$ cat config.mk
export PLATFORM = sky130hd
export DESIGN_NAME = double_ended_queue_unit
export DESIGN_NICKNAME = d
export VERILOG_FILES = /design/src/design/deq_pkg.sv /design/src/design/deq_cell.sv /design/src/design/double_ended_queue_unit.sv
export SDC_FILE = /design/constraint.sdc
export NUM_CORES = 1
export LEC_CHECK = 0
export ABC_CLOCK_PERIOD_IN_PS = 5600
export BUFFER_PORTS_ARGS = -buffer_cell sky130_fd_sc_hd__buf_2
export CAP_MARGIN = 30
export CORE_UTILIZATION = 56
export CTS_CLUSTER_DIAMETER = 80
export DETAILED_ROUTE_END_ITERATION = 7
export PLACE_DENSITY = 0.77
export SLEW_MARGIN = 20
export SYNTH_ARGS = -nofsm -noshare
export SYNTH_HDL_FRONTEND = slang
export SYNTH_SLANG_ARGS = --single-unit
export TNS_END_PERCENT = 5
$ cat constraint.sdc
create_clock -name i_clk -period 5.6 [get_ports i_clk]
set_input_delay 0.56 -clock i_clk [delete_from_list [all_inputs] [get_ports i_clk]]
set_output_delay 0.56 -clock i_clk [all_outputs]
set_load 0.02 [all_outputs]
$ cat src/design/deq_pkg.sv
// ----------------------------------------------------------------------------
// deq_pkg
// shared types and constants of the double-ended queue unit
// ----------------------------------------------------------------------------
package deq_pkg;

    localparam int WORD_W  = 32;
    localparam int COUNT_W = 5;
    localparam int REQ_W   = 2;

    typedef logic signed [WORD_W-1:0] t_word;

    // request codes
    typedef enum logic [REQ_W-1:0] {
        REQ_PUSH_FRONT = 2'd0,
        REQ_PUSH_BACK  = 2'd1,
        REQ_POP_FRONT  = 2'd2,
        REQ_POP_BACK   = 2'd3
    } t_req;

    // per-cycle command broadcast to every cell of the row
    typedef struct packed {
        logic shift_right;  // push front: every element moves one cell back
        logic shift_left;   // pop front: every element moves one cell forward
        logic push_back;    // the first free cell takes the pushed word
        logic pop_back;     // the last held cell drops its element
    } t_cell_ctrl;

endpackage

$ cat src/design/deq_cell.sv
// ----------------------------------------------------------------------------
// deq_cell
// one slot of the deque row: holds a word and a valid bit, trades with its
// neighbors on front transfers and decides locally on back transfers
// ----------------------------------------------------------------------------
module deq_cell (
    input  logic                i_clk,
    input  logic                i_rst_n,
    input  deq_pkg::t_cell_ctrl i_ctrl,
    input  deq_pkg::t_word      i_push_value,
    input  logic                i_left_valid,
    input  deq_pkg::t_word      i_left_data,
    input  logic                i_right_valid,
    input  deq_pkg::t_word      i_right_data,
    output logic                o_valid,
    output deq_pkg::t_word      o_data,
    output deq_pkg::t_word      o_last_data
);

    logic           r_valid;
    logic           n_valid;
    deq_pkg::t_word r_data;
    deq_pkg::t_word n_data;
    logic           w_is_last;
    logic           w_is_free_edge;

    // this cell holds the back element, or is the first free one
    assign w_is_last      = r_valid && !i_right_valid;
    assign w_is_free_edge = i_left_valid && !r_valid;

    // next slot contents
    always_comb begin
        n_valid = r_valid;
        n_data  = r_data;
        if (i_ctrl.shift_right) begin
            n_valid = i_left_valid;
            n_data  = i_left_data;
        end else if (i_ctrl.shift_left) begin
            n_valid = i_right_valid;
            n_data  = i_right_data;
        end else if (i_ctrl.push_back && w_is_free_edge) begin
            n_valid = 1'b1;
            n_data  = i_push_value;
        end else if (i_ctrl.pop_back && w_is_last) begin
            n_valid = 1'b0;
        end
    end

    // valid bit is control, word is payload
    always_ff @(posedge i_clk) begin
        if (!i_rst_n) begin
            r_valid <= 1'b0;
        end else begin
            r_valid <= n_valid;
        end
    end

    always_ff @(posedge i_clk) begin
        r_data <= n_data;
    end

    assign o_valid     = r_valid;
    assign o_data      = r_data;
    assign o_last_data = w_is_last ? r_data : '0;

endmodule

$ cat src/design/double_ended_queue_unit.sv
// ----------------------------------------------------------------------------
// double_ended_queue_unit
// bounded deque of signed words held in a row of shifting cells
// ----------------------------------------------------------------------------
// Usage:
//   A request (i_req_type, i_push_value) transfers at a clock edge where
//   start is high and busy is low. Pushes go to the front or back, pops
//   take from the front or back; a push on a full queue or a pop on an
//   empty one is flagged and changes nothing.
//   Each request gives one result, held on the o_ ports for exactly one
//   cycle while o_done is high: the popped word, the front and back words,
//   the element count and the empty, underflow and overflow flags.
//   The result passes from busy to the result registers, which load while
//   busy is high, and o_done follows busy. A new request cannot transfer
//   while busy is high. busy is high for the cycle after each transfer,
//   while the back word is gathered from the cell row through a
//   registered one-hot select. The element at the front always sits in
//   cell 0, so front transfers shift the whole row by one cell together.
//   Reset (synchronous, active low) empties the queue and drops any
//   result in flight. The receiver cannot stall: results are not held.
// ----------------------------------------------------------------------------
module double_ended_queue_unit #(
    parameter int DEPTH = 16
) (
    input  logic                                i_clk,
    input  logic                                i_rst_n,
    input  logic                                start,
    output logic                                busy,
    input  logic [deq_pkg::REQ_W-1:0]           i_req_type,
    input  logic signed [deq_pkg::WORD_W-1:0]   i_push_value,
    output logic                                o_done,
    output logic signed [deq_pkg::WORD_W-1:0]   o_popped_value,
    output logic signed [deq_pkg::WORD_W-1:0]   o_front_value,
    output logic signed [deq_pkg::WORD_W-1:0]   o_back_value,
    output logic [deq_pkg::COUNT_W-1:0]         o_element_count,
    output logic                                o_is_empty,
    output logic                                o_underflow,
    output logic                                o_overflow
);

    localparam int CNT_W = $clog2(DEPTH + 1);

    logic                 w_accept;
    deq_pkg::t_req        w_req;
    logic                 w_empty;
    logic                 w_full;
    deq_pkg::t_cell_ctrl  w_ctrl;
    logic                 w_valid     [DEPTH];
    deq_pkg::t_word       w_data      [DEPTH];
    deq_pkg::t_word       w_last_data [DEPTH];
    deq_pkg::t_word       w_back_sel;

    logic                 r_busy;
    logic [CNT_W-1:0]     r_count;
    logic [CNT_W-1:0]     n_count;
    deq_pkg::t_word       r_back;
    deq_pkg::t_word       r_popped;
    deq_pkg::t_word       n_popped;
    logic                 r_under;
    logic                 n_under;
    logic                 r_over;
    logic                 n_over;

    logic                 r_done;
    deq_pkg::t_word       r_out_popped;
    deq_pkg::t_word       r_out_front;
    deq_pkg::t_word       r_out_back;
    logic [deq_pkg::COUNT_W-1:0] r_out_count;
    logic                 r_out_empty;
    logic                 r_out_under;
    logic                 r_out_over;

    // request transfer and occupancy seen from the ends of the row
    assign w_accept = start && !r_busy;
    assign w_req    = deq_pkg::t_req'(i_req_type);
    assign w_empty  = !w_valid[0];
    assign w_full   = w_valid[DEPTH-1];

    // command to the cells, popped word, flags and next count
    always_comb begin
        w_ctrl   = '0;
        n_popped = '0;
        n_under  = 1'b0;
        n_over   = 1'b0;
        n_count  = r_count;
        case (w_req)
            deq_pkg::REQ_PUSH_FRONT: begin
                n_over             = w_full;
                w_ctrl.shift_right = w_accept && !w_full;
                if (!w_full) n_count = r_count + CNT_W'(1);
            end
            deq_pkg::REQ_PUSH_BACK: begin
                n_over           = w_full;
                w_ctrl.push_back = w_accept && !w_full;
                if (!w_full) n_count = r_count + CNT_W'(1);
            end
            deq_pkg::REQ_POP_FRONT: begin
                n_under           = w_empty;
                w_ctrl.shift_left = w_accept && !w_empty;
                if (!w_empty) begin
                    n_popped = w_data[0];
                    n_count  = r_count - CNT_W'(1);
                end
            end
            deq_pkg::REQ_POP_BACK: begin
                n_under         = w_empty;
                w_ctrl.pop_back = w_accept && !w_empty;
                if (!w_empty) begin
                    n_popped = r_back;
                    n_count  = r_count - CNT_W'(1);
                end
            end
            default: begin
                w_ctrl = '0;
            end
        endcase
    end

    // row of cells, front element in cell 0
    for (genvar gi = 0; gi < DEPTH; gi++) begin : g_cell
        logic           w_lv;
        deq_pkg::t_word w_ld;
        logic           w_rv;
        deq_pkg::t_word w_rd;

        if (gi == 0) begin : g_head
            assign w_lv = 1'b1;
            assign w_ld = i_push_value;
        end else begin : g_mid_l
            assign w_lv = w_valid[gi-1];
            assign w_ld = w_data[gi-1];
        end

        if (gi == DEPTH - 1) begin : g_tail
            assign w_rv = 1'b0;
            assign w_rd = '0;
        end else begin : g_mid_r
            assign w_rv = w_valid[gi+1];
            assign w_rd = w_data[gi+1];
        end

        deq_cell u_cell (
            .i_clk         (i_clk),
            .i_rst_n       (i_rst_n),
            .i_ctrl        (w_ctrl),
            .i_push_value  (i_push_value),
            .i_left_valid  (w_lv),
            .i_left_data   (w_ld),
            .i_right_valid (w_rv),
            .i_right_data  (w_rd),
            .o_valid       (w_valid[gi]),
            .o_data        (w_data[gi]),
            .o_last_data   (w_last_data[gi])
        );
    end

    // one-hot gather of the back word: every cell but the last held one gives zero
    always_comb begin
        w_back_sel = '0;
        for (int i = 0; i < DEPTH; i++) begin
            w_back_sel = w_back_sel | w_last_data[i];
        end
    end

    // control: busy for one cycle after each transfer, element count
    always_ff @(posedge i_clk) begin
        if (!i_rst_n) begin
            r_busy  <= 1'b0;
            r_count <= '0;
            r_done  <= 1'b0;
        end else begin
            r_busy <= w_accept;
            r_done <= r_busy;
            if (w_accept) r_count <= n_count;
        end
    end

    // request-side payload captured at the transfer
    always_ff @(posedge i_clk) begin
        if (w_accept) begin
            r_popped <= n_popped;
            r_under  <= n_under;
            r_over   <= n_over;
        end
    end

    // result registers, loaded in the busy cycle once the row has settled
    always_ff @(posedge i_clk) begin
        if (r_busy) begin
            r_back       <= w_back_sel;
            r_out_popped <= r_popped;
            r_out_front  <= w_valid[0] ? w_data[0] : '0;
            r_out_back   <= w_back_sel;
            r_out_count  <= deq_pkg::COUNT_W'(r_count);
            r_out_empty  <= !w_valid[0];
            r_out_under  <= r_under;
            r_out_over   <= r_over;
        end
    end

    assign busy            = r_busy;
    assign o_done          = r_done;
    assign o_popped_value  = r_out_popped;
    assign o_front_value   = r_out_front;
    assign o_back_value    = r_out_back;
    assign o_element_count = r_out_count;
    assign o_is_empty      = r_out_empty;
    assign o_underflow     = r_out_under;
    assign o_overflow      = r_out_over;

endmodule

==> out/qor_table.md <==
| Metric | Reported | Unit |
| --- | --- | --- |
| Area of the mapped netlist | 0.03047 | mm^2 |
| Syn_nets | 2037 | - |
| Grt ovf | 0 | - |
| Number of detailed-routing iterations run before antenna repair | 7 | - |
| Startpoint types | register | - |
| Post-Place Cells | 2639 | - |
| Setup violations, final | 0 | - |
| Fillers | 3783 | - |
| Yosys cell types | 49 | - |
| CTS tree | yes | - |
| Total chip power | 12.08 | mW |
| Worst path required time | 5.85 | ns |
| H-tree level count | 3 | - |
| XOR/XNOR Fraction of Synth Area | 0.0005748 | - |
| Signal arrival time at the worst endpoint | 3.56 | ns |
| Number of nets still failing antenna checks after routing | 0 | - |
| Non-Filler Cell Area, Final | 0.03433 | mm^2 |
| Width of the die | 235.3 | um |
| Met1 usage in global routing | 0.4308 | - |
| Met3 Track Usage GR | 0.07083 | - |
| Die Area | 0.05535 | mm^2 |
| Largest fanout of any net on the critical path | 39 | - |
| Share of post-route cells with drive strength above 1 | 0.1964 | - |
| Worst slack, placed | 2.182 | ns |
| GRT Max-Usage Layer | met2 | - |
| Worst Setup SP | g_cell[15].u_cell.o_valid | - |
| Number of enable-type register cells in the synthesized netlist | 650 | - |
| Number of top-level design ports | 143 | - |
| Final core utilization | 0.6379 | - |
| Synth-to-layout area growth | 12.65 | % |
| Kind of end point of the critical path | register | - |
| Worst vdd rail ir drop | 0.2233 | mV |
| Overall routing resource usage | 0.3186 | - |
| Static leakage | 11.59 | nW |
| Share of the synthesized area in compound gates (AO/OA/AOI/OAI) | 0.2578 | - |
| Number of standard cells after synthesis | 1996 | - |
| Worst hold-check path type | in2reg | - |
| Critical path capture point | g_cell[12].u_cell.o_data[9] | - |
| Tightest slew margin relative to the limit | 0.4230 | - |
| Number of warnings issued by yosys | 0 | - |
| Instance area after placement | 0.03195 | mm^2 |
| Main combinational cell family by area after synthesis | compound AO/OA/AOI/OAI gates | - |
| Leading cell type by number of instances after synthesis | sky130_fd_sc_hd__edfxtp_1 | - |
| Maximum buffer depth of the clock tree | 3 | - |
| Hold path depth | 2 | - |
| Maximum operating frequency | 0.3018 | GHz |
| Sum of net half-perimeters after detailed placement | 50040 | um |
| Worst Setup Path Type | reg2reg | - |
| Number of buffers added by the clock tree synthesis step | 71 | - |
| Unrepaired setup endpoints after global routing | false | - |
| Number of standard cells in the layout, taps in and fillers out | 2769 | - |
| Number of max-capacitance violations reported | 0 | - |
| Worst-margin pin slew | 0.8623 | ns |
| Iteration-0 DRC Markers | 3731 | - |
| Initial cell density of the core | 0.5663 | - |
| Most instantiated flip-flop cell in the synthesis netlist | sky130_fd_sc_hd__edfxtp_1 | - |
| Total of flip-flops plus latches after synthesis | 673 | - |
| Setup slack on the worst flop-to-flop path | 2.29 | ns |
| Clock transition time at the flip-flop clock pins of the worst setup and hold paths | 0.06 | ns |
| Number of global-route vias before repair | 21190 | - |
| Mean instance size in the synthesized netlist | 15.27 | um^2 |
| Weighted congestion reported at the end of routability-driven placement | 0.8850 | - |
| Startpoint of the worst register-to-register path | g_cell[15].u_cell.o_valid | - |
| Slew Limit Fails | 0 | - |
| Worst Reg2Reg Path Length in Cells | 6 | - |
| Height of the die | 235.3 | um |
| Post-layout worst setup margin | 2.286 | ns |
| Count of hold buffers inserted by post-cts repair | 0 | - |
| Number of nets in the layout | 2058 | - |
| Mux share of post-synthesis cell area | 0.01215 | - |
| Clock root buffer master | sky130_fd_sc_hd__clkbuf_16 | - |
| FP Rows | 85 | - |
| Skew final | 0.02844 | ns |
| Worst-Skew Late Latency | 0.62 | ns |
| Final WL | 89960 | um |
| Placeable core region | 0.05381 | mm^2 |
| Number of vias per cell | 7.960 | - |
| Hold_ws | 0.2614 | ns |
| Share of synthesized cell area in and, or, nand and nor gates | 0.03396 | - |
| Number of sinks driven by the clock tree | 673 | - |
| Period utilization | 0.5917 | - |
| Final period demand of the worst path | 3.314 | ns |
| Ys async rst share | 0 | - |
| R2R Path End | g_cell[12].u_cell.o_data[9] | - |
| Final-report hold violation count | 0 | - |
| Share of the yosys chip area belonging to registers | 0.6556 | - |
| Setup bufs post-CTS | 0 | - |
| Antenna violations before repair | 0 | - |
| Via count | 22040 | - |
| Number of input and output port buffers inserted | 142 | - |
| Top cells by count, synth | 650 x sky130_fd_sc_hd__edfxtp_1, 448 x sky130_fd_sc_hd__a221o_1, 157 x sky130_fd_sc_hd__a22o_1, 149 x sky130_fd_sc_hd__clkbuf_1, 125 x sky130_fd_sc_hd__a221oi_1 | - |
| Met2 Use GR | 0.4896 | - |
| Ranking of synthesized cells by area | sky130_fd_sc_hd__edfxtp_1 64%, sky130_fd_sc_hd__a221o_1 15%, sky130_fd_sc_hd__a22o_1 4.5%, sky130_fd_sc_hd__a221oi_1 3.6%, sky130_fd_sc_hd__clkbuf_1 1.8% | - |
| Sum of negative setup slack | 0 | ns |
| Maximum number of pins on one net before global-route repair | 104 | - |
| Post-cts gate resize count | 0 | - |
| Wire length of the first global-routing pass | 134200 | um |
| Adder-cell area share of the yosys netlist | 0.001889 | - |
| Fraction of synthesized cell area taken by the top area cell type | 0.6405 | - |
| PD cells | 351.9 | mW/mm^2 |
| Outcome | completed | - |
| Post-synthesis cell type with the largest combined area | sky130_fd_sc_hd__edfxtp_1 | - |
| Avg WL per Cell | 32.49 | um |
| Count of unresolved DRC violations after routing | 0 | - |
[final cells by class]
cell class,instances,area (um^2),share of cell area
timing repair buffer,213,1481,0.04316
multi-input combinational,1053,9622,0.2803
sequential,673,19990,0.5822
clock buffer,95,1973,0.05748
tap,696,870.8,0.02537
clock inverter,33,372.9,0.01086
inverter,5,18.77,0.0005467
antenna,1,2.502,0.00007290
[critical path: stages (launching register included)]
cell	delay, ns
sky130_fd_sc_hd__dfxtp_2	0.32
sky130_fd_sc_hd__buf_4	0.36
sky130_fd_sc_hd__or4b_1	0.79
sky130_fd_sc_hd__nor2_2	0.46
sky130_fd_sc_hd__nand2_1	0.13
sky130_fd_sc_hd__nand2_2	0.39
sky130_fd_sc_hd__buf_4	0.50
[registers in the layout, summed over array words and instances (netlist names)]
| register | count |
|---|---|
| r_count | 5 |
| o_overflow | 1 |
| busy | 1 |
| g_cell.u_cell.o_valid | 16 |
| o_is_empty | 1 |
| o_underflow | 1 |
| o_element_count | 5 |
| o_done | 1 |
| g_cell.u_cell.o_data | 512 |
| o_popped_value | 32 |
| r_popped | 32 |
| r_under | 1 |
| o_front_value | 32 |
| o_back_value | 32 |
| r_over | 1 |
[how the worst min path moves through the flow]
stage / startpoint / end / slack, ns
2_1_floorplan: r_over / o_overflow / 0.40
3_3_place_gp: r_popped[31] / o_popped_value[31] / 0.40
3_5_place_dp: r_under / o_underflow / 0.40
4_1_cts: i_push_value[22] / g_cell[0].u_cell.o_data[22] / 0.24
5_1_grt: i_push_value[23] / g_cell[0].u_cell.o_data[23] / 0.27
6_report: i_push_value[22] / g_cell[0].u_cell.o_data[22] / 0.26
[cell families (layout without fill, tap and decap cells)]
kind of cell / after synthesis / count (layout)
AOI/OAI and AO/OA: 843 / 843
and+or+nand+nor: 171 / 171
buffers and inverters: 270 / 346
other: 0 / 1
DFF: 673 / 673
adders and majority gates: 4 / 4
muxes: 33 / 33
xor gates and xnor gates: 2 / 2
[placed cells by master, fill, tap and decap left out, types with 12 or more instances in the layout]
master / instances
sky130_fd_sc_hd__a22oi_1: 12
sky130_fd_sc_hd__and2_1: 64
sky130_fd_sc_hd__nand2_1: 17
sky130_fd_sc_hd__nor2b_4: 15
sky130_fd_sc_hd__edfxtp_1: 650
sky130_fd_sc_hd__buf_4: 55
sky130_fd_sc_hd__a221o_1: 448
sky130_fd_sc_hd__a21o_1: 35
sky130_fd_sc_hd__clkbuf_1: 19
sky130_fd_sc_hd__nand2b_1: 12
sky130_fd_sc_hd__nand4_1: 33
sky130_fd_sc_hd__o21ai_4: 13
sky130_fd_sc_hd__clkbuf_16: 76
sky130_fd_sc_hd__o221a_2: 16
sky130_fd_sc_hd__buf_2: 142
sky130_fd_sc_hd__mux2_2: 32
sky130_fd_sc_hd__a221oi_1: 125
sky130_fd_sc_hd__clkinv_1: 12
sky130_fd_sc_hd__dfxtp_1: 20
sky130_fd_sc_hd__a22o_1: 157
[power breakdown]
part	switching, mW	internal [mW]	leakage (nW)
logic	0.757	0.452	4.25
registers	0.193	5.85	6.21
clock network	1.98	2.85	1.13
total	2.93	9.15	11.6
[per-layer routing]
metal	part of all wire	routed length, um
met1	0.37	33270
met2	0.46	41080
met4	0.051	4558
met5	0	0
met3	0.12	11050
Note: power is estimated with default switching activity, not from simulation.
